$ cat src/hw/rtl/spc_pkg.sv
// Shared types, constants and command codes for the slot pool with compaction.
`default_nettype none

package spc_pkg;

  localparam int DEPTH_DEFAULT       = 16;
  localparam int HANDLE_BITS_DEFAULT = 32;

  localparam int CMD_W      = 2;
  localparam int IDX_W      = 4;
  localparam int EXT_HANDLE_W = 32;
  localparam int COUNT_W    = 5;

  localparam logic [COUNT_W-1:0] SLOTS_RESET = 5'd16;

  typedef enum logic [CMD_W-1:0] {
    CMD_APPEND  = 2'd0,
    CMD_CLEAR   = 2'd1,
    CMD_READ    = 2'd2,
    CMD_COMPACT = 2'd3
  } cmd_e;

  typedef enum logic [2:0] {
    ST_IDLE,
    ST_APP_CHK,
    ST_APP_SCAN,
    ST_CLR_CHK,
    ST_RD_CHK,
    ST_CMP_SCAN,
    ST_EMIT
  } state_e;

  typedef enum logic [2:0] {
    EM_ERR,
    EM_APPEND,
    EM_CLEAR,
    EM_READ,
    EM_MOVE,
    EM_FINAL
  } emit_e;

  typedef struct packed {
    logic  latch;
    logic  ctr_inc;
    logic  shift_inc;
    logic  emit;
    emit_e sel;
  } ctrl_cmd_t;

  typedef struct packed {
    cmd_e in_cmd;
    logic h_zero;
    logic full;
    logic idx_bad;
    logic i_end;
    logic cur_occ;
    logic shift_zero;
    logic out_free;
  } dp_status_t;

endpackage

`default_nettype wire

$ cat src/hw/rtl/spc_if.sv
// Request and result channel interfaces of the slot pool with compaction.
`default_nettype none

interface spc_req_if import spc_pkg::*; ();
  logic                    valid;
  logic                    ready;
  logic [CMD_W-1:0]        cmd;
  logic [IDX_W-1:0]        slot_index;
  logic [EXT_HANDLE_W-1:0] handle;

  modport source (output valid, output cmd, output slot_index, output handle, input ready);
  modport sink (input valid, input cmd, input slot_index, input handle, output ready);
endinterface

interface spc_rsp_if import spc_pkg::*; ();
  logic                    valid;
  logic                    ready;
  logic                    status;
  logic [IDX_W-1:0]        result_index;
  logic [EXT_HANDLE_W-1:0] result_handle;
  logic                    moved;
  logic [COUNT_W-1:0]      new_count;
  logic                    last;

  modport source (output valid, output status, output result_index, output result_handle,
                  output moved, output new_count, output last, input ready);
  modport sink (input valid, input status, input result_index, input result_handle,
                input moved, input new_count, input last, output ready);
endinterface

`default_nettype wire

$ cat src/hw/rtl/spc_ram.sv
// Generic single-write, single-read RAM with registered read data.
`default_nettype none

module spc_ram #(
  parameter int WIDTH = 32,
  parameter int DEPTH = 16
) (
  input  logic                     clk_i,
  input  logic                     we_i,
  input  logic [$clog2(DEPTH)-1:0] waddr_i,
  input  logic [WIDTH-1:0]         wdata_i,
  input  logic [$clog2(DEPTH)-1:0] raddr_i,
  output logic [WIDTH-1:0]         rdata_o
);

  logic [WIDTH-1:0] mem_q [DEPTH];
  logic [WIDTH-1:0] rdata_q;

  always_ff @(posedge clk_i) begin
    if (we_i) begin
      mem_q[waddr_i] <= wdata_i;
    end
    rdata_q <= mem_q[raddr_i];
  end

  assign rdata_o = rdata_q;

endmodule

`default_nettype wire

$ cat src/hw/rtl/spc_ctrl.sv
// Command sequencer of the slot pool with compaction.
`default_nettype none

module spc_ctrl import spc_pkg::*; (
  input  logic       clk_i,
  input  logic       rst_ni,
  input  logic       in_valid_i,
  output logic       in_ready_o,
  input  dp_status_t status_i,
  output ctrl_cmd_t  cmd_o
);

  state_e state_q, state_d;
  emit_e  sel_q, sel_d;

  always_ff @(posedge clk_i or negedge rst_ni) begin
    if (!rst_ni) begin
      state_q <= ST_IDLE;
      sel_q   <= EM_ERR;
    end else begin
      state_q <= state_d;
      sel_q   <= sel_d;
    end
  end

  always_comb begin
    state_d = state_q;
    sel_d   = sel_q;
    case (state_q)
      ST_IDLE: begin
        if (in_valid_i) begin
          case (status_i.in_cmd)
            CMD_APPEND: state_d = ST_APP_CHK;
            CMD_CLEAR:  state_d = ST_CLR_CHK;
            CMD_READ:   state_d = ST_RD_CHK;
            default:    state_d = ST_CMP_SCAN;
          endcase
        end
      end
      ST_APP_CHK: begin
        if (status_i.h_zero || status_i.full) begin
          sel_d   = EM_ERR;
          state_d = ST_EMIT;
        end else begin
          state_d = ST_APP_SCAN;
        end
      end
      ST_APP_SCAN: begin
        if (status_i.i_end) begin
          sel_d   = EM_ERR;
          state_d = ST_EMIT;
        end else if (!status_i.cur_occ) begin
          sel_d   = EM_APPEND;
          state_d = ST_EMIT;
        end
      end
      ST_CLR_CHK: begin
        sel_d   = status_i.idx_bad ? EM_ERR : EM_CLEAR;
        state_d = ST_EMIT;
      end
      ST_RD_CHK: begin
        sel_d   = status_i.idx_bad ? EM_ERR : EM_READ;
        state_d = ST_EMIT;
      end
      ST_CMP_SCAN: begin
        if (status_i.i_end) begin
          sel_d   = EM_FINAL;
          state_d = ST_EMIT;
        end else if (status_i.cur_occ && !status_i.shift_zero) begin
          sel_d   = EM_MOVE;
          state_d = ST_EMIT;
        end
      end
      ST_EMIT: begin
        if (status_i.out_free) begin
          state_d = (sel_q == EM_MOVE) ? ST_CMP_SCAN : ST_IDLE;
        end
      end
      default: state_d = ST_IDLE;
    endcase
  end

  always_comb begin
    in_ready_o      = 1'b0;
    cmd_o.latch     = 1'b0;
    cmd_o.ctr_inc   = 1'b0;
    cmd_o.shift_inc = 1'b0;
    cmd_o.emit      = 1'b0;
    cmd_o.sel       = sel_q;
    case (state_q)
      ST_IDLE: begin
        in_ready_o  = 1'b1;
        cmd_o.latch = in_valid_i;
      end
      ST_APP_SCAN: begin
        cmd_o.ctr_inc = !status_i.i_end && status_i.cur_occ;
      end
      ST_CMP_SCAN: begin
        if (!status_i.i_end) begin
          if (!status_i.cur_occ) begin
            cmd_o.ctr_inc   = 1'b1;
            cmd_o.shift_inc = 1'b1;
          end else if (status_i.shift_zero) begin
            cmd_o.ctr_inc = 1'b1;
          end
        end
      end
      ST_EMIT: begin
        cmd_o.emit    = status_i.out_free;
        cmd_o.ctr_inc = status_i.out_free && (sel_q == EM_MOVE);
      end
      default: begin
        in_ready_o = 1'b0;
      end
    endcase
  end

endmodule

`default_nettype wire

$ cat src/hw/rtl/spc_dp.sv
// Datapath of the slot pool: slot RAM, occupancy bits, counters and result register.
`default_nettype none

module spc_dp import spc_pkg::*; #(
  parameter int DEPTH       = DEPTH_DEFAULT,
  parameter int HANDLE_BITS = HANDLE_BITS_DEFAULT
) (
  input  logic                    clk_i,
  input  logic                    rst_ni,
  input  logic [CMD_W-1:0]        in_cmd_i,
  input  logic [IDX_W-1:0]        in_slot_index_i,
  input  logic [EXT_HANDLE_W-1:0] in_handle_i,
  input  logic                    cfg_we_i,
  input  logic [COUNT_W-1:0]      cfg_wdata_i,
  input  ctrl_cmd_t               cmd_i,
  output dp_status_t              status_o,
  output logic                    out_valid_o,
  input  logic                    out_ready_i,
  output logic                    out_status_o,
  output logic [IDX_W-1:0]        out_result_index_o,
  output logic [EXT_HANDLE_W-1:0] out_result_handle_o,
  output logic                    out_moved_o,
  output logic [COUNT_W-1:0]      out_new_count_o,
  output logic                    out_last_o
);

  localparam int AW   = $clog2(DEPTH);
  localparam int CW   = $clog2(DEPTH + 1);
  localparam int CMPW = (CW > COUNT_W) ? CW : COUNT_W;

  logic [COUNT_W-1:0]     size_q;
  logic [COUNT_W-1:0]     count_q, count_d;
  logic [DEPTH-1:0]       occ_q, occ_d;
  cmd_e                   cmd_q;
  logic [IDX_W-1:0]       idx_q;
  logic [HANDLE_BITS-1:0] h_q;
  logic [CW-1:0]          i_q;
  logic [CW-1:0]          shift_q;

  logic                    out_valid_q;
  logic                    out_status_q;
  logic [IDX_W-1:0]        out_index_q;
  logic [EXT_HANDLE_W-1:0] out_handle_q;
  logic                    out_moved_q;
  logic [COUNT_W-1:0]      out_count_q;
  logic                    out_last_q;

  logic                    res_status;
  logic [IDX_W-1:0]        res_index;
  logic [EXT_HANDLE_W-1:0] res_handle;
  logic                    res_moved;
  logic                    res_last;

  logic [CW-1:0]          eff_size;
  logic [CW-1:0]          lim;
  logic [AW-1:0]          cur_addr;
  logic [AW-1:0]          idx_addr;
  logic [AW-1:0]          dst_addr;
  logic [AW-1:0]          raddr;
  logic                   ram_we;
  logic [AW-1:0]          ram_waddr;
  logic [HANDLE_BITS-1:0] ram_wdata;
  logic [HANDLE_BITS-1:0] rdata;
  logic                   out_free;

  assign eff_size = (CMPW'(size_q) > CMPW'(DEPTH)) ? CW'(DEPTH) : CW'(size_q);
  assign lim      = (CMPW'(count_q) > CMPW'(DEPTH)) ? CW'(DEPTH) : CW'(count_q);
  assign cur_addr = AW'(i_q);
  assign idx_addr = AW'(idx_q);
  assign dst_addr = AW'(i_q - shift_q);
  assign raddr    = (cmd_q == CMD_COMPACT) ? cur_addr : idx_addr;
  assign out_free = !out_valid_q || out_ready_i;

  assign status_o.in_cmd     = cmd_e'(in_cmd_i);
  assign status_o.h_zero     = (h_q == '0);
  assign status_o.full       = (CMPW'(count_q) >= CMPW'(eff_size));
  assign status_o.idx_bad    = (CMPW'(idx_q) >= CMPW'(eff_size));
  assign status_o.i_end      = (cmd_q == CMD_COMPACT) ? (i_q >= lim) : (i_q >= eff_size);
  assign status_o.cur_occ    = occ_q[cur_addr];
  assign status_o.shift_zero = (shift_q == '0);
  assign status_o.out_free   = out_free;

  spc_ram #(
    .WIDTH (HANDLE_BITS),
    .DEPTH (DEPTH)
  ) u_ram (
    .clk_i   (clk_i),
    .we_i    (ram_we),
    .waddr_i (ram_waddr),
    .wdata_i (ram_wdata),
    .raddr_i (raddr),
    .rdata_o (rdata)
  );

  always_comb begin
    occ_d      = occ_q;
    count_d    = count_q;
    ram_we     = 1'b0;
    ram_waddr  = cur_addr;
    ram_wdata  = h_q;
    res_status = 1'b0;
    res_index  = '0;
    res_handle = '0;
    res_moved  = 1'b0;
    res_last   = 1'b1;
    case (cmd_i.sel)
      EM_ERR: begin
        res_status = 1'b1;
      end
      EM_APPEND: begin
        ram_we          = cmd_i.emit;
        occ_d[cur_addr] = 1'b1;
        count_d         = count_q + COUNT_W'(1);
        res_index       = IDX_W'(i_q);
        res_handle      = EXT_HANDLE_W'(h_q);
      end
      EM_CLEAR: begin
        occ_d[idx_addr] = 1'b0;
      end
      EM_READ: begin
        res_handle = occ_q[idx_addr] ? EXT_HANDLE_W'(rdata) : '0;
      end
      EM_MOVE: begin
        ram_we          = cmd_i.emit;
        ram_waddr       = dst_addr;
        ram_wdata       = rdata;
        occ_d[dst_addr] = 1'b1;
        occ_d[cur_addr] = 1'b0;
        res_index       = IDX_W'(dst_addr);
        res_handle      = EXT_HANDLE_W'(rdata);
        res_moved       = 1'b1;
        res_last        = 1'b0;
      end
      EM_FINAL: begin
        count_d = count_q - COUNT_W'(shift_q);
      end
      default: begin
        res_status = 1'b1;
      end
    endcase
  end

  always_ff @(posedge clk_i or negedge rst_ni) begin
    if (!rst_ni) begin
      size_q      <= SLOTS_RESET;
      count_q     <= '0;
      occ_q       <= '0;
      cmd_q       <= CMD_APPEND;
      i_q         <= '0;
      shift_q     <= '0;
      out_valid_q <= 1'b0;
    end else begin
      if (cfg_we_i) begin
        size_q <= cfg_wdata_i;
      end
      if (cmd_i.emit) begin
        count_q <= count_d;
        occ_q   <= occ_d;
      end
      if (cmd_i.latch) begin
        cmd_q   <= cmd_e'(in_cmd_i);
        i_q     <= '0;
        shift_q <= '0;
      end else begin
        if (cmd_i.ctr_inc) begin
          i_q <= i_q + CW'(1);
        end
        if (cmd_i.shift_inc) begin
          shift_q <= shift_q + CW'(1);
        end
      end
      if (cmd_i.emit) begin
        out_valid_q <= 1'b1;
      end else if (out_ready_i) begin
        out_valid_q <= 1'b0;
      end
    end
  end

  always_ff @(posedge clk_i) begin
    if (cmd_i.latch) begin
      idx_q <= in_slot_index_i;
      h_q   <= HANDLE_BITS'(in_handle_i);
    end
    if (cmd_i.emit) begin
      out_status_q <= res_status;
      out_index_q  <= res_index;
      out_handle_q <= res_handle;
      out_moved_q  <= res_moved;
      out_count_q  <= count_d;
      out_last_q   <= res_last;
    end
  end

  assign out_valid_o         = out_valid_q;
  assign out_status_o        = out_status_q;
  assign out_result_index_o  = out_index_q;
  assign out_result_handle_o = out_handle_q;
  assign out_moved_o         = out_moved_q;
  assign out_new_count_o     = out_count_q;
  assign out_last_o          = out_last_q;

endmodule

`default_nettype wire

$ cat src/hw/rtl/slot_pool_with_compaction_top.sv
// Top level of the slot pool with compaction: sequencer, datapath and checks.
// One command at a time; the slot scan, one per cycle, paused per move, sets its length.
// Clear and read pass a check state and then the emit state, as does a rejected append.
// Append passes its check, scans past occupied slots to the first empty one, then emits.
// Compact walks the slots, passing the emit state for each moved handle and at the end.
// Reset empties every slot at once, zeroes the count and sets the pool size to 16.
`default_nettype none

module slot_pool_with_compaction_top import spc_pkg::*; #(
  parameter int DEPTH       = DEPTH_DEFAULT,
  parameter int HANDLE_BITS = HANDLE_BITS_DEFAULT
) (
  input  logic               clk_i,
  input  logic               rst_ni,
  spc_req_if.sink            req_i,
  spc_rsp_if.source          rsp_o,
  input  logic               cfg_we_i,
  input  logic [COUNT_W-1:0] cfg_wdata_i
);

  ctrl_cmd_t  ctl_cmd;
  dp_status_t dp_st;

  spc_ctrl u_ctrl (
    .clk_i      (clk_i),
    .rst_ni     (rst_ni),
    .in_valid_i (req_i.valid),
    .in_ready_o (req_i.ready),
    .status_i   (dp_st),
    .cmd_o      (ctl_cmd)
  );

  spc_dp #(
    .DEPTH       (DEPTH),
    .HANDLE_BITS (HANDLE_BITS)
  ) u_dp (
    .clk_i               (clk_i),
    .rst_ni              (rst_ni),
    .in_cmd_i            (req_i.cmd),
    .in_slot_index_i     (req_i.slot_index),
    .in_handle_i         (req_i.handle),
    .cfg_we_i            (cfg_we_i),
    .cfg_wdata_i         (cfg_wdata_i),
    .cmd_i               (ctl_cmd),
    .status_o            (dp_st),
    .out_valid_o         (rsp_o.valid),
    .out_ready_i         (rsp_o.ready),
    .out_status_o        (rsp_o.status),
    .out_result_index_o  (rsp_o.result_index),
    .out_result_handle_o (rsp_o.result_handle),
    .out_moved_o         (rsp_o.moved),
    .out_new_count_o     (rsp_o.new_count),
    .out_last_o          (rsp_o.last)
  );

  // A new beat is never taken in the cycle right after one was accepted.
  assert property (@(posedge clk_i) disable iff (!rst_ni)
    (req_i.valid && req_i.ready) |=> !req_i.ready)
    else $error("request accepted while a command was in progress");

  // A result is only loaded when the result register is free or being drained.
  assert property (@(posedge clk_i) disable iff (!rst_ni)
    ctl_cmd.emit |-> (!rsp_o.valid || rsp_o.ready))
    else $error("result register overwritten");

  // A move is only reported once at least one hole has been found.
  assert property (@(posedge clk_i) disable iff (!rst_ni)
    (ctl_cmd.emit && ctl_cmd.sel == EM_MOVE) |-> !dp_st.shift_zero)
    else $error("move reported without a hole");

  // A loaded move result is never the final beat of its command.
  assert property (@(posedge clk_i) disable iff (!rst_ni)
    (ctl_cmd.emit && ctl_cmd.sel == EM_MOVE) |=> (rsp_o.valid && rsp_o.moved && !rsp_o.last))
    else $error("move result marked as final");

endmodule

`default_nettype wire
$ cat src/flat_wrapper.sv
// flat-port wrapper written by rule: the top's interface ports become plain ports
module slot_pool_with_compaction_top_flat import spc_pkg::*;
#(
  parameter int DEPTH       = DEPTH_DEFAULT,
  parameter int HANDLE_BITS = HANDLE_BITS_DEFAULT
)
  (clk_i, rst_ni, cfg_we_i, cfg_wdata_i, req_i_valid, req_i_cmd, req_i_slot_index, req_i_handle, req_i_ready, rsp_o_valid, rsp_o_status, rsp_o_result_index, rsp_o_result_handle, rsp_o_moved, rsp_o_new_count, rsp_o_last, rsp_o_ready);
  spc_req_if req_i_i ();
  spc_rsp_if rsp_o_i ();
  input  logic clk_i;
  input  logic rst_ni;
  input  logic cfg_we_i;
  input  logic [COUNT_W-1:0] cfg_wdata_i;
  input wire logic [$bits(req_i_i.valid)-1:0] req_i_valid;
  input wire logic [$bits(req_i_i.cmd)-1:0] req_i_cmd;
  input wire logic [$bits(req_i_i.slot_index)-1:0] req_i_slot_index;
  input wire logic [$bits(req_i_i.handle)-1:0] req_i_handle;
  output wire logic [$bits(req_i_i.ready)-1:0] req_i_ready;
  output wire logic [$bits(rsp_o_i.valid)-1:0] rsp_o_valid;
  output wire logic [$bits(rsp_o_i.status)-1:0] rsp_o_status;
  output wire logic [$bits(rsp_o_i.result_index)-1:0] rsp_o_result_index;
  output wire logic [$bits(rsp_o_i.result_handle)-1:0] rsp_o_result_handle;
  output wire logic [$bits(rsp_o_i.moved)-1:0] rsp_o_moved;
  output wire logic [$bits(rsp_o_i.new_count)-1:0] rsp_o_new_count;
  output wire logic [$bits(rsp_o_i.last)-1:0] rsp_o_last;
  input wire logic [$bits(rsp_o_i.ready)-1:0] rsp_o_ready;
  assign req_i_i.valid = req_i_valid;
  assign req_i_i.cmd = req_i_cmd;
  assign req_i_i.slot_index = req_i_slot_index;
  assign req_i_i.handle = req_i_handle;
  assign req_i_ready = req_i_i.ready;
  assign rsp_o_valid = rsp_o_i.valid;
  assign rsp_o_status = rsp_o_i.status;
  assign rsp_o_result_index = rsp_o_i.result_index;
  assign rsp_o_result_handle = rsp_o_i.result_handle;
  assign rsp_o_moved = rsp_o_i.moved;
  assign rsp_o_new_count = rsp_o_i.new_count;
  assign rsp_o_last = rsp_o_i.last;
  assign rsp_o_i.ready = rsp_o_ready;
  slot_pool_with_compaction_top #(.DEPTH(DEPTH), .HANDLE_BITS(HANDLE_BITS)) u_core (.clk_i(clk_i), .rst_ni(rst_ni), .req_i(req_i_i), .rsp_o(rsp_o_i), .cfg_we_i(cfg_we_i), .cfg_wdata_i(cfg_wdata_i));
endmodule
$ cat config.mk
export PLATFORM = sky130hd
export DESIGN_NAME = slot_pool_with_compaction_top_flat
export DESIGN_NICKNAME = d
export VERILOG_FILES = /design/src/hw/rtl/spc_pkg.sv /design/src/hw/rtl/spc_if.sv /design/src/hw/rtl/spc_ram.sv /design/src/hw/rtl/spc_ctrl.sv /design/src/hw/rtl/spc_dp.sv /design/src/hw/rtl/slot_pool_with_compaction_top.sv /design/src/flat_wrapper.sv
export SDC_FILE = /design/constraint.sdc
export NUM_CORES = 1
export LEC_CHECK = 0
export BUFFER_PORTS_ARGS = -buffer_cell sky130_fd_sc_hd__buf_2
export CAP_MARGIN = 10
export CORE_ASPECT_RATIO = 1.4
export CORE_MARGIN = 1.5
export CORE_UTILIZATION = 50
export DETAILED_ROUTE_END_ITERATION = 10
export GPL_ROUTABILITY_DRIVEN = 0
export GPL_TIMING_DRIVEN = 0
export PLACE_DENSITY = 0.72
export SKIP_CTS_REPAIR_TIMING = 1
export SYNTH_ARGS = -nofsm -noshare
export SYNTH_HDL_FRONTEND = slang
export SYNTH_SLANG_ARGS = --single-unit
$ cat constraint.sdc
create_clock -name clk_i -period 3.6 [get_ports clk_i]
set_input_delay 0.18 -clock clk_i [delete_from_list [all_inputs] [get_ports clk_i]]
set_output_delay 0.18 -clock clk_i [all_outputs]
set_load 0.01 [all_outputs]
==> results of run 1 <==
## stage by stage
stage	hold WS [ns]	setup WS, ns	utilization	total power, uW
3_5_place_dp	0.358	-0.628	0.544	15800
2_1_floorplan	-0.116	-0.227	-	13800
4_1_cts	-0.311	-0.647	0.582	22300
3_3_place_gp	0.358	-2.64	0.535	15600
5_1_grt	0.236	-0.0553	0.600	23200
6_report	0.234	0.0419	0.600	22400
## flip-flops by register name, indices dropped and copies added, names as in the netlist, 16 cells and up
signal,count
u_core.u_dp.occ_q,16
u_core.u_dp.u_ram.rdata_o,32
u_core.u_dp.u_ram.mem_q,512
u_core.u_dp.h_q,32
u_core.u_dp.out_result_handle_o,32
## worst max-delay path: cells and delay by family (launching register included)
family / cells / cell delay (ns)
buf+inv: 4 / 1.89
compound gates: 1 / 0.09
mux: 2 / 0.79
flops: 1 / 0.52
simple gates: 1 / 0.10
## power breakdown
group          internal, uW  switching [uW]
registers              9770             416
clock network          3730            2850
logic                  2050            3630
total                 15500            6890
## metal layers
| metal | global-route usage | vias up |
|---|---|---|
| li1 | - | 6834 |
| met1 | 0.323 | 8132 |
| met2 | 0.427 | 925 |
| met3 | 0.0484 | 212 |
| met4 | 0.114 | 2 |
| met5 | 0 | - |
## placed cells by master, fill, tap and decap left out, drive strengths merged, types with 7 or more instances in the layout
master and instances:
edfxtp 592, nand2 229, buf 174, mux4 135, clkbuf 133, nor2 66
dlygate4sd3 52, and2 48, dfrtp 44, o21ai 38, a31oi 34, a22o 34
a211oi 32, ha 32, dfxtp 32, clkinv 24, inv 19, nor3 17
o311ai 16, o22ai 16, a21oi 15, xnor2 13, mux2i 11, nand2b 10
nor4 10, mux2 10, nand3 9, nor2b 8, a21o 7, bufinv 7
## final cells by class
class | instances | area (sq um) | share of cell area
buffer | 86 | 390 | 0.0122
clock buffer | 80 | 1650 | 0.0515
clock inverter | 35 | 375 | 0.0117
inverter | 19 | 71.3 | 0.00223
multi-input combinational | 833 | 7350 | 0.230
sequential | 669 | 19500 | 0.610
tap | 714 | 893 | 0.0279
timing repair buffer | 193 | 1760 | 0.0548
## logic make-up (layout without fill, tap and decap cells)
logic type      after synthesis  in the layout  synth area share
simple gates                416            420            0.0683
flops                       669            669             0.719
compound gates              208            208            0.0538
mux                         156            156             0.121
buf+inv                     105            413            0.0167
fa+ha+maj                    34             34            0.0162
xor+xnor                     15             15           0.00484
## worst min path at each step
stage                                    endpoint  slack (ns)  depth (start not counted)
6_report             u_core.u_dp.h_q[4]$_DFFE_PP_        0.23                          2
5_1_grt             u_core.u_dp.h_q[11]$_DFFE_PP_        0.24                          2
4_1_cts             u_core.u_dp.h_q[11]$_DFFE_PP_       -0.31                          1
3_5_place_dp        u_core.u_dp.h_q[27]$_DFFE_PP_        0.36                          1
3_3_place_gp        u_core.u_dp.h_q[24]$_DFFE_PP_        0.36                          1
2_1_floorplan  u_core.u_ctrl.sel_q[0]$_DFFE_PN0P_       -0.12                          0
==> flow_summary.yaml, run 1 <==
cts:
  cts_root_buf: "clkbuf_16"
  clock_path_buffers: 3
  tritoncts: "built"
  clk_pin_slew_ns: 0.07
  numCtsBuffers: 61
  cts_sinks: 669
  clkLatencyLatePin_ns: 0.66
  htreeDepth: 2
final_layout:
  final_layout_size_suffix_gt1_frac: 0.227
  fillers: 3872
  postLayoutCellArea_sq_um: 32000
  nets: 1945
  fin_cells: 2629
  syn_to_final_growth_pct: 17.9
  n_antenna_cell: 0
setup_path:
  crit_arrival_ns: 4.04
  startpoint_type: "register"
  crit_end: "u_core.u_dp.u_ram.rdata_o[22]$_DFF_P_"
  r2r-start: "u_core.u_dp.idx_addr[1]$_DFFE_PP_"
  path_max_fanout: 10
  crit_required_ns: 4.08
  reg2reg_to: "u_core.u_dp.u_ram.rdata_o[22]$_DFF_P_"
  startpoint: "u_core.u_dp.idx_addr[1]$_DFFE_PP_"
  endpoint_kind: "register"
  reg2regPathDepth: 8
  critical_path_class: "register to register"
  critPathMaxStageDelay_ns: 0.79
  cp_cell_sequence: "buf_1, mux2i_1, buf_2, buf_2, buf_1, mux4_2, nand2_1, a31oi_1"
  cpMaxStageDelayCell: "buf_1"
  reg2reg_slack_ns: 0.04
sta:
  finalClockSkew_ns: 0.0379
  setup_tns_ns: 0
  setup_viol: 0
  fmax_mhz: 281
  period_needed_ns: 3.56
  timing.slew.headroom: 0.272
  fin_crit_sh: 0.988
  slew_violations: 0
  worstMarginPinSlew_ns: 1.09
  final-hold-violation-count: 0
detailed_routing:
  met3_length_mm: 6.49
  drt-total-wl_mm: 71.6
  ant_nets: 0
  wl_per_cell_microns: 27.3
  vias: 16105
  wl_met1_mm: 25.7
  highest_layer: "met5"
  drc: 0
  viasPerCell: 6.13
  drt_first_iter_violations: 1782
  met2WireLength_mm: 36.0
  first_pass_iters: 6
yosys:
  synthTopCellsByArea: "edfxtp_1 65%, mux4_2 11%, dfrtp_1 4.1%, nand2_1 3.2%, dfxtp_1 2.4%"
  synth.most_common_cell: "edfxtp_1"
  synth_top_cell_by_area: "edfxtp_1"
  synthTopCellsByCount: "592 x edfxtp_1, 229 x nand2_1, 133 x mux4_2, 62 x nor2_1, 52 x clkbuf_1"
  ys_seq_elements: 669
  syn_inst: 1603
  yosys_warnings: 0
  ys_types: 63
  yosysSeqAreaShare: 0.719
  async_flop_share: 0.0673
  syn_avg_cell_area_sq_um: 16.9
  syn_area_sq_um: 27200
  synth_edf_count: 592
  netlist.area_leader.share: 0.654
  synth_top_flop_cell: "edfxtp_1"
  synth_nets: 1685
job:
  drv_cap: 0
floorplan:
  dieArea_sq_um: 55800
  start_util: 0.509
  io_pins: 94
  fp.dieW_microns: 200
  die_h_microns: 279
  core_area_sq_um: 53400
  row_count: 100
outcome:
  status: "complete, no violations"
placed_design:
  placed_cells: 2427
  dp_hpwl_mm: 44.8
  postPlaceCellArea_sq_um: 29100
  port_buffers: 93
grt:
  grt_overflow: 0
  grt_max_degree: 46
  grt_pass1_vias: 15989
  grt_first_pass_wirelength_mm: 102
  grt.total_usage: 0.255
  antenna_found_initial: 1
worst_hold_path:
  hold_class: "input pin to register"
  hp-start: "req_i_handle[4]"
power_and_ir_drop:
  power_density_nw_per_um2: 700
  p_leak_uw: 0.0110
  ir_drop_mv: 0.471
No activity file was read; power rests on OpenSTA's default activity.
==> run 2: changes to the inputs <==
Settings changed: CTS_BUF_LIST set to sky130_fd_sc_hd__clkbuf_4.
==> flow_summary.yaml, run 2 (same netlist as run 1, synthesis figures left out) <==
outcome:
  status: "complete, no violations"
setup_path:
  critPathMaxStageDelay_ns: 0.93
  crit_family: "buffers and inverters"
  endpoint_kind: "register"
  cpMaxStageDelayCell: "o21ai_1"
  reg2reg_slack_ns: 0.05
  startpoint: "u_core.u_dp.i_q[3]$_DFFE_PN0P_"
  cp_common_cell: "clkbuf_1"
  cp.depth: 7
  cp_cell_sequence: "buf_2, clkinv_1, o21ai_1, clkbuf_1, clkbuf_1, nand2_1, a31oi_1"
  crit_end: "u_core.u_dp.u_ram.rdata_o[12]$_DFF_P_"
  crit_arrival_ns: 4.37
  r2r-start: "u_core.u_dp.i_q[3]$_DFFE_PN0P_"
  reg2regPathDepth: 7
  path_buf_inv: 4
  crit_required_ns: 4.42
  path_max_fanout: 10
  startpoint_type: "register"
  reg2reg_to: "u_core.u_dp.u_ram.rdata_o[12]$_DFF_P_"
  critical_path_class: "register to register"
cts:
  clk_pin_slew_ns: 0.08
  tritoncts: "built"
  cts_sinks: 669
  clkLatencyLatePin_ns: 0.92
  clock_path_buffers: 3
  numCtsBuffers: 156
  cts_root_buf: "clkbuf_4"
  htreeDepth: 4
power_and_ir_drop:
  p_leak_uw: 0.0114
  power_density_nw_per_um2: 682
  ir_drop_mv: 0.345
  power.total_uw: 22100
detailed_routing:
  drc: 0
  first_pass_iters: 6
  vias: 16997
  drt_first_iter_violations: 1789
  wl_per_cell_microns: 26.0
  viasPerCell: 6.00
  drt-total-wl_mm: 73.5
  ant_nets: 0
floorplan:
  io_pins: 94
  core_area_sq_um: 53400
  row_count: 100
  fp.dieW_microns: 200
  start_util: 0.509
  die_h_microns: 279
  dieArea_sq_um: 55800
final_layout:
  nets: 2068
  largest_reg_flops: 512
  mostFrequentLayoutCells: "592 x edfxtp_1, 240 x clkbuf_4, 228 x nand2_1"
  final_common_cell: "edfxtp_1"
  largest-register: "u_core.u_dp.u_ram.mem_q"
  syn_to_final_growth_pct: 19.4
  fin_cells: 2833
  fin_util: 0.607
  final_layout_size_suffix_gt1_frac: 0.287
grt:
  antenna_found_initial: 1
  grt.total_usage: 0.258
  grt_first_pass_wirelength_mm: 103
  grt_max_degree: 46
  grt_pass1_vias: 16865
  grt_overflow: 0
job:
  drv_cap: 0
sta:
  hold_ws_ns: 0.0160
  timing.slew.headroom: 0.0810
  period_needed_ns: 3.55
  fin_crit_sh: 0.986
  setup_viol: 0
  final-hold-violation-count: 0
  worstMarginPinSlew_ns: 1.34
  fmax_mhz: 282
  slew_violations: 0
  setup_tns_ns: 0
  finalClockSkew_ns: 0.0753
worst_hold_path:
  hold_class: "input pin to register"
  whs_path_depth: 2
placed_design:
  placed_cells: 2427
  port_buffers: 93
  dp_hpwl_mm: 44.8
-- run 2: cell count changes in the layout (fill, tap and decap cells not counted), sizes merged --
cell / previous run / this run
clkinv: 24 / 41
bufinv: 7 / 2
clkinvlp: 4 / 3
clkbuf: 133 / 290
buf: 174 / 176
dlygate4sd3: 52 / 79
inv: 19 / 25
diode: 0 / 1
-- run 2: worst min-delay path by stage --
stage,endpoint,from
floorplan,u_core.u_ctrl.sel_q[0]$_DFFE_PN0P_,rst_ni
global placement,u_core.u_dp.h_q[24]$_DFFE_PP_,req_i_handle[24]
detailed placement,u_core.u_dp.h_q[27]$_DFFE_PP_,req_i_handle[27]
CTS,u_core.u_dp.h_q[9]$_DFFE_PP_,req_i_handle[9]
global route,u_core.u_dp.h_q[8]$_DFFE_PP_,req_i_handle[8]
finish,u_core.u_dp.h_q[8]$_DFFE_PP_,req_i_handle[8]
-- run 2: metrics by stage --
| stage | setup WS [ns] | cell area (sq um) |
|---|---|---|
| after global placement | -2.64 | 28600 |
| final | 0.0502 | 32400 |
| after global routing | -0.0786 | 32400 |
| after detailed placement | -0.628 | 29100 |
| after floorplan | -0.227 | 27200 |
| after CTS | -0.644 | 31100 |
-- run 2: power breakdown --
part / leakage, uW / internal (uW) / switching (uW) / total, uW
clock: 0.00125 / 3200 / 3000 / 6200
combinational: 0.00394 / 2080 / 3660 / 5740
sequential: 0.00622 / 9770 / 423 / 10200
total: 0.0114 / 15100 / 7080 / 22100
-- run 2: final cells by class --
type                       count  area [sq um]
buffer                        86           390
clock inverter                52           293
antenna                        1          2.50
inverter                      19          71.3
fill                        3925         21000
timing repair buffer         221          2110
clock buffer                 238          1790
multi-input combinational    833          7350
sequential                   669         19500
tap                          714           893
-- run 2: per-layer routing --
layer  vias to the layer above  wire length (microns)  global-route usage
li1                       7208                      -                   -
met1                      8406                  25700               0.318
met2                      1183                  37100               0.430
met3                       200                   7450              0.0559
met4                         0                   3330               0.131
met5                         -                      0                   0
-- run 2: worst register-to-register path: stages, from the launching register on --
cell      delay (ns)
dfrtp_1         0.39
buf_2           0.23
clkinv_1        0.29
o21ai_1         0.93
clkbuf_1        0.56
clkbuf_1        0.66
nand2_1         0.15
a31oi_1         0.25
